**src/assert_macros.svh**
```systemverilog
// Assertion macros for the RTL of the descriptor tag verifier.
// Depends on nothing; clock and reset names follow the house convention.
`ifndef ASSERT_MACROS_SVH
`define ASSERT_MACROS_SVH

// Clocked check, held off while reset is asserted.
`define ASSERT_CLK(label, prop, msg) \
    label: assert property (@(posedge i_clk) disable iff (!i_rst_n) prop) else $error(msg);

// Clocked check that also runs during reset.
`define ASSERT_CLK_ALWAYS(label, prop, msg) \
    label: assert property (@(posedge i_clk) prop) else $error(msg);

`endif

```
**src/dtv_pkg.sv**
```systemverilog
// Package for the descriptor tag verifier: item structs, status codes,
// tag layout constants and the byte-wide CRC-16 update. No dependencies.
`default_nettype none

package dtv_pkg;

    localparam int unsigned TAG_BYTES = 16;
    localparam logic [15:0] CRC_POLY  = 16'h1021;

    // Byte offsets within the 16-byte tag
    localparam logic [3:0] POS_ID_LO   = 4'd0;
    localparam logic [3:0] POS_ID_HI   = 4'd1;
    localparam logic [3:0] POS_CSUM    = 4'd4;
    localparam logic [3:0] POS_CRC_LO  = 4'd8;
    localparam logic [3:0] POS_CRC_HI  = 4'd9;
    localparam logic [3:0] POS_LEN_LO  = 4'd10;
    localparam logic [3:0] POS_LEN_HI  = 4'd11;
    localparam logic [3:0] POS_LOC_0   = 4'd12;
    localparam logic [3:0] POS_LOC_1   = 4'd13;
    localparam logic [3:0] POS_LOC_2   = 4'd14;
    localparam logic [3:0] POS_LOC_3   = 4'd15;
    localparam logic [3:0] POS_TAG_END = 4'd15;

    typedef enum logic [1:0] {
        ST_OK        = 2'd0,
        ST_LOC_ERR   = 2'd1,
        ST_CSUM_ERR  = 2'd2,
        ST_CRC_ERR   = 2'd3
    } t_status;

    typedef struct packed {
        logic        start_of_descriptor;
        logic [7:0]  data_byte;
        logic [31:0] expected_location;
        logic        check_crc;
    } t_in_item;

    typedef struct packed {
        t_status     status;
        logic [15:0] computed_crc;
        logic [15:0] tag_identifier;
    } t_out_item;

    // CRC-16, MSB first, one byte: eight shift/xor steps on a 16-bit value
    function automatic logic [15:0] crc_byte(input logic [15:0] crc,
                                             input logic [7:0]  data);
        logic [15:0] r;
        r = crc ^ {data, 8'h00};
        for (int i = 0; i < 8; i++) begin
            if (r[15]) begin
                r = {r[14:0], 1'b0} ^ CRC_POLY;
            end else begin
                r = {r[14:0], 1'b0};
            end
        end
        return r;
    endfunction

endpackage

`default_nettype wire

```
**src/descriptor_tag_verifier.sv**
```systemverilog
// Descriptor tag verifier top level: byte parser, checks and output buffer.
// Depends on dtv_pkg and assert_macros.svh.
// Usage:
//  - Input channel (i_in_valid / i_in_item / o_in_stall) carries one
//    descriptor byte per item; start_of_descriptor marks tag byte 0 and
//    samples expected_location and check_crc.
//  - Output channel (o_out_valid / o_out_item / i_out_stall) gives one item
//    per descriptor: at tag byte 15 on a location or checksum failure, when
//    the CRC is off or its length is zero, otherwise with the last CRC byte.
//  - Config channel (i_cfg_valid / o_cfg_ready / i_cfg_data) writes crc_seed;
//    ready is always high, the seed is picked up at the next start byte.
//  - Throughput: one byte per cycle while o_in_stall is low. All work for a
//    byte happens in the accept cycle; the result is registered in the output
//    register, or in the skid entry while that register is held.
//  - Stall: a two-entry output buffer (output register plus skid). Input
//    keeps flowing while one result waits; o_in_stall rises only when the
//    skid entry is occupied, and it is a registered signal.
//  - Reset (synchronous, active low) empties the output buffer, clears the
//    seed to zero and returns the parser to idle; bytes without a start
//    marker are dropped while idle.
`default_nettype none
`include "assert_macros.svh"

module descriptor_tag_verifier
    import dtv_pkg::*;
(
    input  wire logic      i_clk,
    input  wire logic      i_rst_n,
    // byte input
    input  wire logic      i_in_valid,
    input  wire t_in_item  i_in_item,
    output logic           o_in_stall,
    // results
    output logic           o_out_valid,
    output t_out_item      o_out_item,
    input  wire logic      i_out_stall,
    // crc_seed register write
    input  wire logic      i_cfg_valid,
    output logic           o_cfg_ready,
    input  wire logic [15:0] i_cfg_data
);

    localparam logic [16:0] TAG_BYTES_W = 17'(TAG_BYTES);

    // Parser state
    logic        r_active;
    logic [16:0] r_pos;
    logic [7:0]  r_sum;
    logic [15:0] r_crc;
    logic [7:0]  r_csum;
    logic [15:0] r_stored_crc;
    logic [15:0] r_len;
    logic [31:0] r_loc;
    logic [31:0] r_expected;
    logic [15:0] r_ident;
    logic        r_crc_en;
    logic [15:0] r_crc_seed;

    // Output buffer
    logic        r_out_valid;
    t_out_item   r_out_item;
    logic        r_skid_valid;
    t_out_item   r_skid_item;

    // Effective state for the current byte (start byte reloads it)
    logic        c_active;
    logic [16:0] c_pos;
    logic [7:0]  c_sum;
    logic [15:0] c_crc;
    logic [7:0]  c_csum;
    logic [15:0] c_stored_crc;
    logic [15:0] c_len;
    logic [31:0] c_loc;
    logic [31:0] c_expected;
    logic [15:0] c_ident;
    logic        c_crc_en;

    logic        n_active;
    logic [16:0] n_pos;
    logic [7:0]  n_sum;
    logic [15:0] n_crc;
    logic [7:0]  n_csum;
    logic [15:0] n_stored_crc;
    logic [15:0] n_len;
    logic [31:0] n_loc;
    logic [15:0] n_ident;

    logic        w_in_acc;
    logic        w_start;
    logic [7:0]  w_byte;
    logic        w_in_tag;
    logic        w_emit;
    t_status     w_status;
    t_out_item   w_result;
    logic        w_out_take;

    assign w_in_acc    = i_in_valid && !o_in_stall;
    assign w_start     = i_in_item.start_of_descriptor;
    assign w_byte      = i_in_item.data_byte;
    assign o_in_stall  = r_skid_valid;
    assign o_cfg_ready = 1'b1;
    assign o_out_valid = r_out_valid;
    assign o_out_item  = r_out_item;
    assign w_out_take  = r_out_valid && !i_out_stall;

    // A start byte drops whatever was in progress and reloads the context
    always_comb begin
        if (w_start) begin
            c_active     = 1'b1;
            c_pos        = '0;
            c_sum        = '0;
            c_crc        = r_crc_seed;
            c_csum       = '0;
            c_stored_crc = '0;
            c_len        = '0;
            c_loc        = '0;
            c_expected   = i_in_item.expected_location;
            c_ident      = '0;
            c_crc_en     = i_in_item.check_crc;
        end else begin
            c_active     = r_active;
            c_pos        = r_pos;
            c_sum        = r_sum;
            c_crc        = r_crc;
            c_csum       = r_csum;
            c_stored_crc = r_stored_crc;
            c_len        = r_len;
            c_loc        = r_loc;
            c_expected   = r_expected;
            c_ident      = r_ident;
            c_crc_en     = r_crc_en;
        end
    end

    assign w_in_tag = (c_pos[16:4] == '0);

    // Byte parse, running checksum / CRC and the check ladder
    always_comb begin
        n_active     = c_active;
        n_pos        = c_pos + 17'd1;
        n_sum        = c_sum;
        n_crc        = c_crc;
        n_csum       = c_csum;
        n_stored_crc = c_stored_crc;
        n_len        = c_len;
        n_loc        = c_loc;
        n_ident      = c_ident;
        w_emit       = 1'b0;
        w_status     = ST_OK;

        if (w_in_tag) begin
            if (c_pos[3:0] != POS_CSUM) begin
                n_sum = c_sum + w_byte;
            end
            unique case (c_pos[3:0])
                POS_ID_LO:  n_ident[7:0]       = w_byte;
                POS_ID_HI:  n_ident[15:8]      = w_byte;
                POS_CSUM:   n_csum             = w_byte;
                POS_CRC_LO: n_stored_crc[7:0]  = w_byte;
                POS_CRC_HI: n_stored_crc[15:8] = w_byte;
                POS_LEN_LO: n_len[7:0]         = w_byte;
                POS_LEN_HI: n_len[15:8]        = w_byte;
                POS_LOC_0:  n_loc[7:0]         = w_byte;
                POS_LOC_1:  n_loc[15:8]        = w_byte;
                POS_LOC_2:  n_loc[23:16]       = w_byte;
                POS_LOC_3:  n_loc[31:24]       = w_byte;
                default: ;
            endcase
            if (c_pos[3:0] == POS_TAG_END) begin
                // first failing check wins
                priority if (n_loc != c_expected) begin
                    w_emit   = 1'b1;
                    w_status = ST_LOC_ERR;
                end else if (n_sum != n_csum) begin
                    w_emit   = 1'b1;
                    w_status = ST_CSUM_ERR;
                end else if (!c_crc_en) begin
                    w_emit   = 1'b1;
                    w_status = ST_OK;
                end else if (n_len == '0) begin
                    w_emit   = 1'b1;
                    w_status = (c_crc == n_stored_crc) ? ST_OK : ST_CRC_ERR;
                end else begin
                    w_emit   = 1'b0;
                end
            end
        end else begin
            // body byte under CRC
            n_crc = crc_byte(c_crc, w_byte);
            if (n_pos >= TAG_BYTES_W + {1'b0, c_len}) begin
                w_emit   = 1'b1;
                w_status = (n_crc == c_stored_crc) ? ST_OK : ST_CRC_ERR;
            end
        end

        if (!c_active) begin
            w_emit = 1'b0;
        end
        if (w_emit) begin
            n_active = 1'b0;
        end
    end

    assign w_result.status         = w_status;
    assign w_result.computed_crc   = n_crc;
    assign w_result.tag_identifier = n_ident;

    // Parser registers: only move on an accepted byte that is in a descriptor
    always_ff @(posedge i_clk) begin
        if (!i_rst_n) begin
            r_active <= 1'b0;
        end else if (w_in_acc && c_active) begin
            r_active <= n_active;
        end
    end

    always_ff @(posedge i_clk) begin
        if (w_in_acc && c_active) begin
            r_pos        <= n_pos;
            r_sum        <= n_sum;
            r_crc        <= n_crc;
            r_csum       <= n_csum;
            r_stored_crc <= n_stored_crc;
            r_len        <= n_len;
            r_loc        <= n_loc;
            r_expected   <= c_expected;
            r_ident      <= n_ident;
            r_crc_en     <= c_crc_en;
        end
    end

    // Seed register
    always_ff @(posedge i_clk) begin
        if (!i_rst_n) begin
            r_crc_seed <= '0;
        end else if (i_cfg_valid && o_cfg_ready) begin
            r_crc_seed <= i_cfg_data;
        end
    end

    // Output register plus skid entry; skid drains first to keep order
    always_ff @(posedge i_clk) begin
        if (!i_rst_n) begin
            r_out_valid  <= 1'b0;
            r_skid_valid <= 1'b0;
        end else begin
            if (!r_out_valid || w_out_take) begin
                if (r_skid_valid) begin
                    r_out_valid  <= 1'b1;
                    r_skid_valid <= 1'b0;
                end else begin
                    r_out_valid  <= w_in_acc && w_emit;
                end
            end else if (w_in_acc && w_emit) begin
                r_skid_valid <= 1'b1;
            end
        end
    end

    always_ff @(posedge i_clk) begin
        if (!r_out_valid || w_out_take) begin
            if (r_skid_valid) begin
                r_out_item <= r_skid_item;
            end else if (w_in_acc && w_emit) begin
                r_out_item <= w_result;
            end
        end else if (w_in_acc && w_emit) begin
            r_skid_item <= w_result;
        end
    end

    // Checks
    `ASSERT_CLK(a_skid_behind_out, r_skid_valid |-> r_out_valid,
        "skid entry held while output register empty")
    `ASSERT_CLK(a_emit_ends_desc, (w_in_acc && w_emit) |=> !r_active,
        "descriptor still active after its result")
    `ASSERT_CLK(a_idle_no_result, (w_in_acc && !w_start && !r_active) |-> !w_emit,
        "result from a byte outside any descriptor")
    `ASSERT_CLK(a_body_needs_crc, (r_active && (r_pos[16:4] != '0)) |-> r_crc_en,
        "body bytes consumed without CRC enabled")
    `ASSERT_CLK(a_no_drop, (r_skid_valid && i_out_stall && r_out_valid) |=> r_skid_valid,
        "skid entry lost while output stalled")

endmodule

`default_nettype wire

```
**config.mk**
```make
export PLATFORM = sky130hd
export DESIGN_NAME = descriptor_tag_verifier
export DESIGN_NICKNAME = d
export VERILOG_FILES = /design/src/dtv_pkg.sv /design/src/descriptor_tag_verifier.sv
export VERILOG_INCLUDE_DIRS = /design/src /design/src/src
export SDC_FILE = /design/constraint.sdc
export NUM_CORES = 1
export LEC_CHECK = 0
export BUFFER_PORTS_ARGS = -buffer_cell sky130_fd_sc_hd__buf_2
export CORE_ASPECT_RATIO = 1.25
export CORE_MARGIN = 3
export CORE_UTILIZATION = 35
export CTS_CLUSTER_SIZE = 40
export DETAILED_ROUTE_END_ITERATION = 8
export HOLD_SLACK_MARGIN = 0.12
export PLACE_DENSITY = 0.62
export SETUP_SLACK_MARGIN = 0.1
export SLEW_MARGIN = 20
export SYNTH_ARGS = -nofsm -noshare
export SYNTH_HDL_FRONTEND = slang
export SYNTH_SLANG_ARGS = --single-unit
export TNS_END_PERCENT = 5
```
**constraint.sdc**
```tcl
create_clock -name i_clk -period 32.3 [get_ports i_clk]
set_input_delay 9.69 -clock i_clk [delete_from_list [all_inputs] [get_ports i_clk]]
set_output_delay 9.69 -clock i_clk [all_outputs]
set_load 0.05 [all_outputs]
```
==> flow_summary_export.csv, run 1 <==
group,metric,value,unit
sta,drv_slew,0,
floorplanning,io_pins,100,
worst_setup_path,start_kind,"input pin",
synthesis,ys_types,85,
power_and_ir_drop,p_sw,243,uW
grt,grt_use_total,0.168,
synthesis,yosys_most_used_dff,"edfxtp_1",
detailed_routing,wl_met1,17200,um
sta,rsz0062_at_grt,"false",
synthesis,yosysSeqAreaShare,0.486,
worst_setup_path,worst-setup-path-type,"in2reg",
sta,finalSetupTns,0,ns
synthesis,synth_top_family_by_area,"simple AND/OR/NAND/NOR gates",
synthesis,synth_area_leaders,"edfxtp_1 (46%), mux2i_1 (5.8%), mux2_2 (5.3%)",
detailed_routing,vias_per_cell,5.40,
sta,final_hold_viol_count,0,
cts,cts_root_buf,"clkbuf_16",
cts,clk_transition_reported_paths,0.06,ns
detailed_routing,post-route-drc-count,0,
grt,grt_max_degree,77,
synthesis,syn_inst,1411,
detailed_routing,routedWlPerCell,19.3,um
synthesis,synthMuxAreaShare,0.115,
cells_and_area,diodes,0,
detailed_routing,wirelength,39400,um
detailed_routing,wl_met2,19300,um
flow_run,maxCapViolCount,0,
worst_setup_path,worstPathArrival,14.28,ns
cts,insertion_delay,0.56,ns
cts,clock-sinks,249,
detailed_routing,vias,11000,
cts,cts_htree_levels,1,
sta,layout_min_cycle_time,14.11,ns
cells_and_area,mostFrequentLayoutCell,"edfxtp_1",
detailed_routing,dr.first_iter.drc_count,1038,
synthesis,ys_seq_elements,249,
floorplanning,initial_core_util,0.356,
floorplanning,dieArea,45400,um2
detailed_routing,ant_nets,0,
grt,grt_pass1_vias,10800,
cells_and_area,drive_gt1_frac,0.175,
synthesis,synthXorXnorAreaFrac,0.0796,
place,finalWeightedCongestion,0.891,
synthesis,syn_area_per_cell,10.6,um2
cells_and_area,final_cell_mix,"edfxtp_1 (230), nand2_1 (179), buf_2 (97), mux2i_1 (87), nor2_1 (86)",
detailed_routing,dr_wl_met3,2010,um
sta,maxSlewHeadroom,0.317,
cells_and_area,fin_nets,1547,
sta,finClkSkew,0.0203,ns
synthesis,async_flop_share,0,
worst_setup_path,worstSetupEndpointType,"register",
power_and_ir_drop,power_frac_clock,0.380,
cts,numCtsBuffers,29,
floorplanning,rows,84,
power_and_ir_drop,sw_frac_of_total,0.276,
sta,finalSetupViolCount,0,
cts,cts_buffer_depth,3,
synthesis,ys_warn_count,0,
status,status,"completed",
worst_setup_path,cp_max_fo,76,
synthesis,synth-edff-count,230,
detailed_routing,dr.pass1.iters,5,
sta,timing.final.crit_share,0.437,
synthesis,syn_nets,1499,
sta,worst_pin_slew,1.02,ns
power_and_ir_drop,powerDensity,52.1,nW/um2
cts,post_cts_resized,0,
floorplanning,die_width,191,um
power_and_ir_drop,finalPower,879,uW
cts,post_cts_buffers,0,
grt,grt_pass1_wl,61100,um
synthesis,yosysTopAreaCell,"edfxtp_1",
synthesis,synthSimpleGateAreaFrac,0.152,
synthesis,synth_compound_area_frac,0.112,
grt,grt_overflow,0,
floorplanning,die_y,237,um
power_and_ir_drop,intPower,637,uW
detailed_routing,topRoutingLayerUsed,"met4",
sta,timing.fmax,0.0709,GHz
synthesis,synth_top_area_frac,0.461,
power_and_ir_drop,irDropWorstVdd,0.0372,mV
synthesis,synth-adder-area-share,0.0215,
synthesis,syn_area,15000,um2
power_and_ir_drop,p_leak,0.00635,uW
cts,tritoncts,"done",
cts,hold_buffers,0,
floorplanning,core_area,42100,um2
worst_setup_path,cp.required,32.47,ns
place,portBuffers,98,
cells_and_area,area_growth,12.6,%
power_and_ir_drop,pwr-share-seq,0.447,
grt,grt_antenna_before_repair,0,
power_and_ir_drop,p_comb_frac,0.173,
hold_path,hp-class,"reg2reg",
place,hpwl,26300,um
## final timing paths
path,start,slack (ns),to,depth (start not counted)
max,i_in_item[41],18.19,r_skid_item[25],17
min,r_active,0.54,r_active,1
max reg2reg,r_pos[3],27.30,r_skid_item[25],16
min reg2reg,r_active,0.54,r_active,1
## area by class of cell
| type | count | area, um2 |
|---|---|---|
| fill | 4080 | 25300 |
| multi-input combinational | 1045 | 7240 |
| clock inverter | 18 | 179 |
| timing repair buffer | 110 | 587 |
| clock buffer | 36 | 792 |
| sequential | 249 | 7290 |
| inverter | 24 | 90.1 |
| tap | 559 | 699 |
## power by group through the flow
stage / registers [uW] / clock network (uW) / logic, uW
5_1_grt: 395 / 353 / 167
2_1_floorplan: 400 / 0 / 111
3_5_place_dp: 399 / 0 / 151
3_3_place_gp: 399 / 0 / 149
6_report: 393 / 334 / 152
4_1_cts: 393 / 342 / 152
## cell families after synthesis
group / count (synthesis)
simple gates: 470
compound gates: 263
flops: 249
mux: 161
xor+xnor: 124
buf+inv: 117
fa+ha+maj: 26
other cells: 1
## registers in the layout, summed over array words and instances (netlist names)
register / flops
o_out_item: 34
r_skid_item: 34
r_crc: 16
r_active: 1
r_csum: 8
r_len: 16
r_crc_seed: 16
o_out_valid: 1
r_pos: 17
r_loc: 32
r_expected: 32
o_in_stall: 1
r_crc_en: 1
r_stored_crc: 16
r_sum: 8
r_ident: 16
## routing by layer
| layer | global-route usage | vias up |
|---|---|---|
| met5 | 0 | - |
| met3 | 0.0199 | 67 |
| met2 | 0.289 | 336 |
| met4 | 0.0461 | 0 |
| met1 | 0.224 | 5329 |
| li1 | - | 5282 |
## stage by stage
| step | worst slack, ns | instance area, um2 | hold slack (ns) | util | instances |
|---|---|---|---|---|---|
| detailed placement | 17.53 | 15900 | 0.520 | 0.377 | 1987 |
| CTS | 18.14 | 16900 | 0.540 | 0.400 | 2041 |
| global route | 17.75 | 16900 | 0.571 | 0.400 | 2041 |
| floorplan | 14.09 | 15000 | 0.460 | - | 1411 |
| finish | 18.19 | 16900 | 0.543 | 0.400 | 2041 |
| global placement | 17.64 | 15900 | 0.504 | 0.377 | 1987 |
## synthesized netlist by cell type, types with 4 or more instances
cell	number
inv_1	21
xnor2_1	55
or2_2	8
nor2b_1	23
xnor3_1	4
nand2_1	179
a21oi_1	85
and3_1	10
nor3_1	12
a21o_1	4
o22ai_1	4
edfxtp_1	230
mux2_2	71
o32ai_1	4
o31ai_1	10
nor4b_1	4
o211ai_1	7
nand4_1	15
buf_2	19
nor4_1	20
nand3b_1	5
dfxtp_1	19
a31oi_1	11
ha_1	25
nand3_1	37
nor2_1	87
o211a_1	4
a41oi_1	4
buf_1	16
o21a_1	4
xor2_1	61
a311oi_1	4
clkbuf_1	52
and2_1	4
o221ai_1	5
a211oi_1	7
a32o_1	4
mux2i_1	87
o21ai_0	64
a22oi_1	6
nand2b_1	48
## critical path: stages
cell	delay (ns)
buf_6	0.18
inv_2	0.12
buf_4	0.68
nand4_1	0.27
nor2b_1	0.32
nand4_1	0.15
xor2_1	0.16
nor2_1	0.08
ha_1	0.32
nand4_1	0.12
o41ai_1	0.42
nor2_1	0.07
nand2_1	0.07
o221ai_1	0.25
nand4_1	0.21
o211ai_2	0.19
nor2_4	0.86
No activity file was read; power rests on OpenSTA's default activity.
==> run 2: changes to the inputs <==
Settings changed: PLACE_DENSITY 0.62 to 0.64.
Clock period 32.3 ns to 12.6 ns, I/O delays scaled along.
==> run 2 against run 1 <==
  * Clock power up 140%
  * Largest cell class unchanged
  * Die area stayed put
  * Power is 150% higher
  * Utilization shrank 0.17 points
  * First-iteration DRC count fell by 5.9%
  * Design area fell by 0.43%
  * Critical path type unchanged
  * Sequential share of layout area grew 0.19 points
==> flow_summary_export.csv, run 2 (synthesis results as in run 1) <==
group,metric,value,unit
hold_path,hp-class,"reg2reg",
place,place_area,15900,um2
cells_and_area,final_cell_mix,"edfxtp_1 (230), nand2_1 (179), buf_2 (97), mux2i_1 (87), nor2_1 (86)",
detailed_routing,post-route-drc-count,0,
cts,cts_htree_levels,1,
cells_and_area,area_growth,12.1,%
cts,cts_root_buf,"clkbuf_16",
worst_setup_path,worst-setup-path-type,"in2reg",
worst_setup_path,timing.rr.end,"r_skid_item[19]",
power_and_ir_drop,irDropWorstVdd,0.107,mV
detailed_routing,topRoutingLayerUsed,"met4",
sta,finClkSkew,0.0134,ns
hold_path,whs_path_depth,2,
worst_setup_path,worstPathArrival,8.48,ns
cts,post_cts_resized,0,
worst_setup_path,timing.rr.start,"r_pos[3]",
sta,finalSetupViolCount,0,
detailed_routing,ant_nets,0,
power_and_ir_drop,powerDensity,131,nW/um2
detailed_routing,vias,11200,
cts,cts_buffer_depth,3,
worst_setup_path,cp_cell_sequence,"buf_6 > inv_2 > buf_4 > nand4_1 > nor2b_1 > nand4_1 > xor2_1 > nor2_1 > ha_1 > nand4_1 > o41ai_1 > nor2_1 > nand2_1 > o221ai_1 > nand4_1 > o211ai_2 > nor2_4",
cells_and_area,drive_gt1_frac,0.172,
grt,grt_overflow,0,
sta,timing.fmax,0.120,GHz
sta,finalSetupTns,0,ns
worst_setup_path,r2r_cells,16,
cts,tritoncts,"done",
cells_and_area,fillers,4083,
worst_setup_path,slowest_stage,"nor2_4",
worst_setup_path,critPathMaxStageDelay,0.85,ns
cts,clk_transition_reported_paths,0.06,ns
sta,drv_slew,0,
cts,clock-sinks,249,
floorplanning,dieArea,45400,um2
grt,grt_use_total,0.168,
place,portBuffers,98,
floorplanning,die_width,191,um
floorplanning,core_area,42100,um2
cells_and_area,mostFrequentLayoutCell,"edfxtp_1",
worst_setup_path,cp.required,12.77,ns
sta,final_hold_viol_count,0,
worst_setup_path,cpMostUsedCell,"nand4_1",
cts,insertion_delay,0.56,ns
worst_setup_path,reg2reg_slack,7.62,ns
detailed_routing,wirelength,39600,um
flow_run,maxCapViolCount,0,
sta,maxSlewHeadroom,0.316,
cells_and_area,diodes,0,
hold_path,worstHoldEndpoint,"r_crc_seed[0]",
detailed_routing,vias_per_cell,5.49,
power_and_ir_drop,p_leak,0.00630,uW
floorplanning,initial_core_util,0.356,
place,hpwl,26200,um
sta,rsz0062_at_grt,"false",
sta,timing.final.crit_share,0.660,
detailed_routing,wl_met1,17000,um
cts,numCtsBuffers,29,
grt,grt_pass1_vias,10800,
sta,layout_min_cycle_time,8.31,ns
detailed_routing,dr.pass1.iters,5,
grt,grt_pass1_wl,61000,um
place,finalWeightedCongestion,0.894,
hold_path,hp-start,"r_crc_seed[0]",
worst_setup_path,worstSetupEndpointType,"register",
grt,grt_max_degree,155,
cells_and_area,fin_nets,1547,
detailed_routing,wl_met2,18800,um
sta,worst_pin_slew,1.03,ns
detailed_routing,dr.first_iter.drc_count,977,
worst_setup_path,cp_max_fo,72,
cts,hold_buffers,0,
status,status,"completed",
floorplanning,rows,84,
grt,grt_antenna_before_repair,0,
floorplanning,io_pins,100,
detailed_routing,routedWlPerCell,19.4,um
cells_and_area,design_area,16800,um2
floorplanning,die_y,237,um
worst_setup_path,start_kind,"input pin",
cts,post_cts_buffers,0,
detailed_routing,dr_wl_met3,2640,um
[run 2: power by group]
group / internal, uW / switching (uW)
Combinational: 156 / 238
Clock: 445 / 347
Sequential: 969 / 38.0
[run 2: final cells by class]
type / count / area [um2] / area share
Inverter: 24 / 90.1 / 0.00536
Sequential cell: 249 / 7290 / 0.434
Tap cell: 559 / 699 / 0.0416
Clock inverter: 20 / 141 / 0.00841
Clock buffer: 34 / 744 / 0.0443
Timing Repair Buffer: 110 / 599 / 0.0357
Multi-Input combinational cell: 1045 / 7240 / 0.431
[run 2: critical path, delay by kind of cell]
| family | cells | cell delay (ns) |
|---|---|---|
| compound gates | 3 | 0.88 |
| xor+xnor | 1 | 0.16 |
| fa+ha+maj | 1 | 0.32 |
| buf+inv | 3 | 0.99 |
| simple gates | 9 | 2.22 |
[run 2: per-layer routing]
| metal | GRT usage | vias up |
|---|---|---|
| met5 | 0 | - |
| met4 | 0.0554 | 0 |
| met3 | 0.0235 | 80 |
| met2 | 0.279 | 451 |
| met1 | 0.226 | 5409 |
| li1 | - | 5271 |
[run 2: metrics by stage]
step / util / std cells / power (uW) / hold slack (ns) / setup slack, ns
2_1_floorplan: - / 1411 / 1310 / 0.460 / 0.300
3_3_place_gp: 0.378 / 1987 / 1400 / 0.510 / 3.84
3_5_place_dp: 0.378 / 1987 / 1410 / 0.515 / 3.73
4_1_cts: 0.399 / 2041 / 2210 / 0.531 / 4.25
5_1_grt: 0.399 / 2041 / 2280 / 0.550 / 3.78
6_report: 0.399 / 2041 / 2190 / 0.528 / 4.29
[run 2: worst max path at each step]
stage             startpoint              end  slack (ns)  cells after the start
4_1_cts        i_in_item[41]  r_skid_item[19]        4.25                     17
2_1_floorplan  i_in_item[41]    o_out_item[0]        0.30                     11
6_report       i_in_item[41]  r_skid_item[19]        4.29                     17
5_1_grt        i_in_item[41]  r_skid_item[21]        3.78                     17
3_3_place_gp   i_in_item[41]  r_skid_item[22]        3.84                     17
3_5_place_dp   i_in_item[41]  r_skid_item[16]        3.73                     17
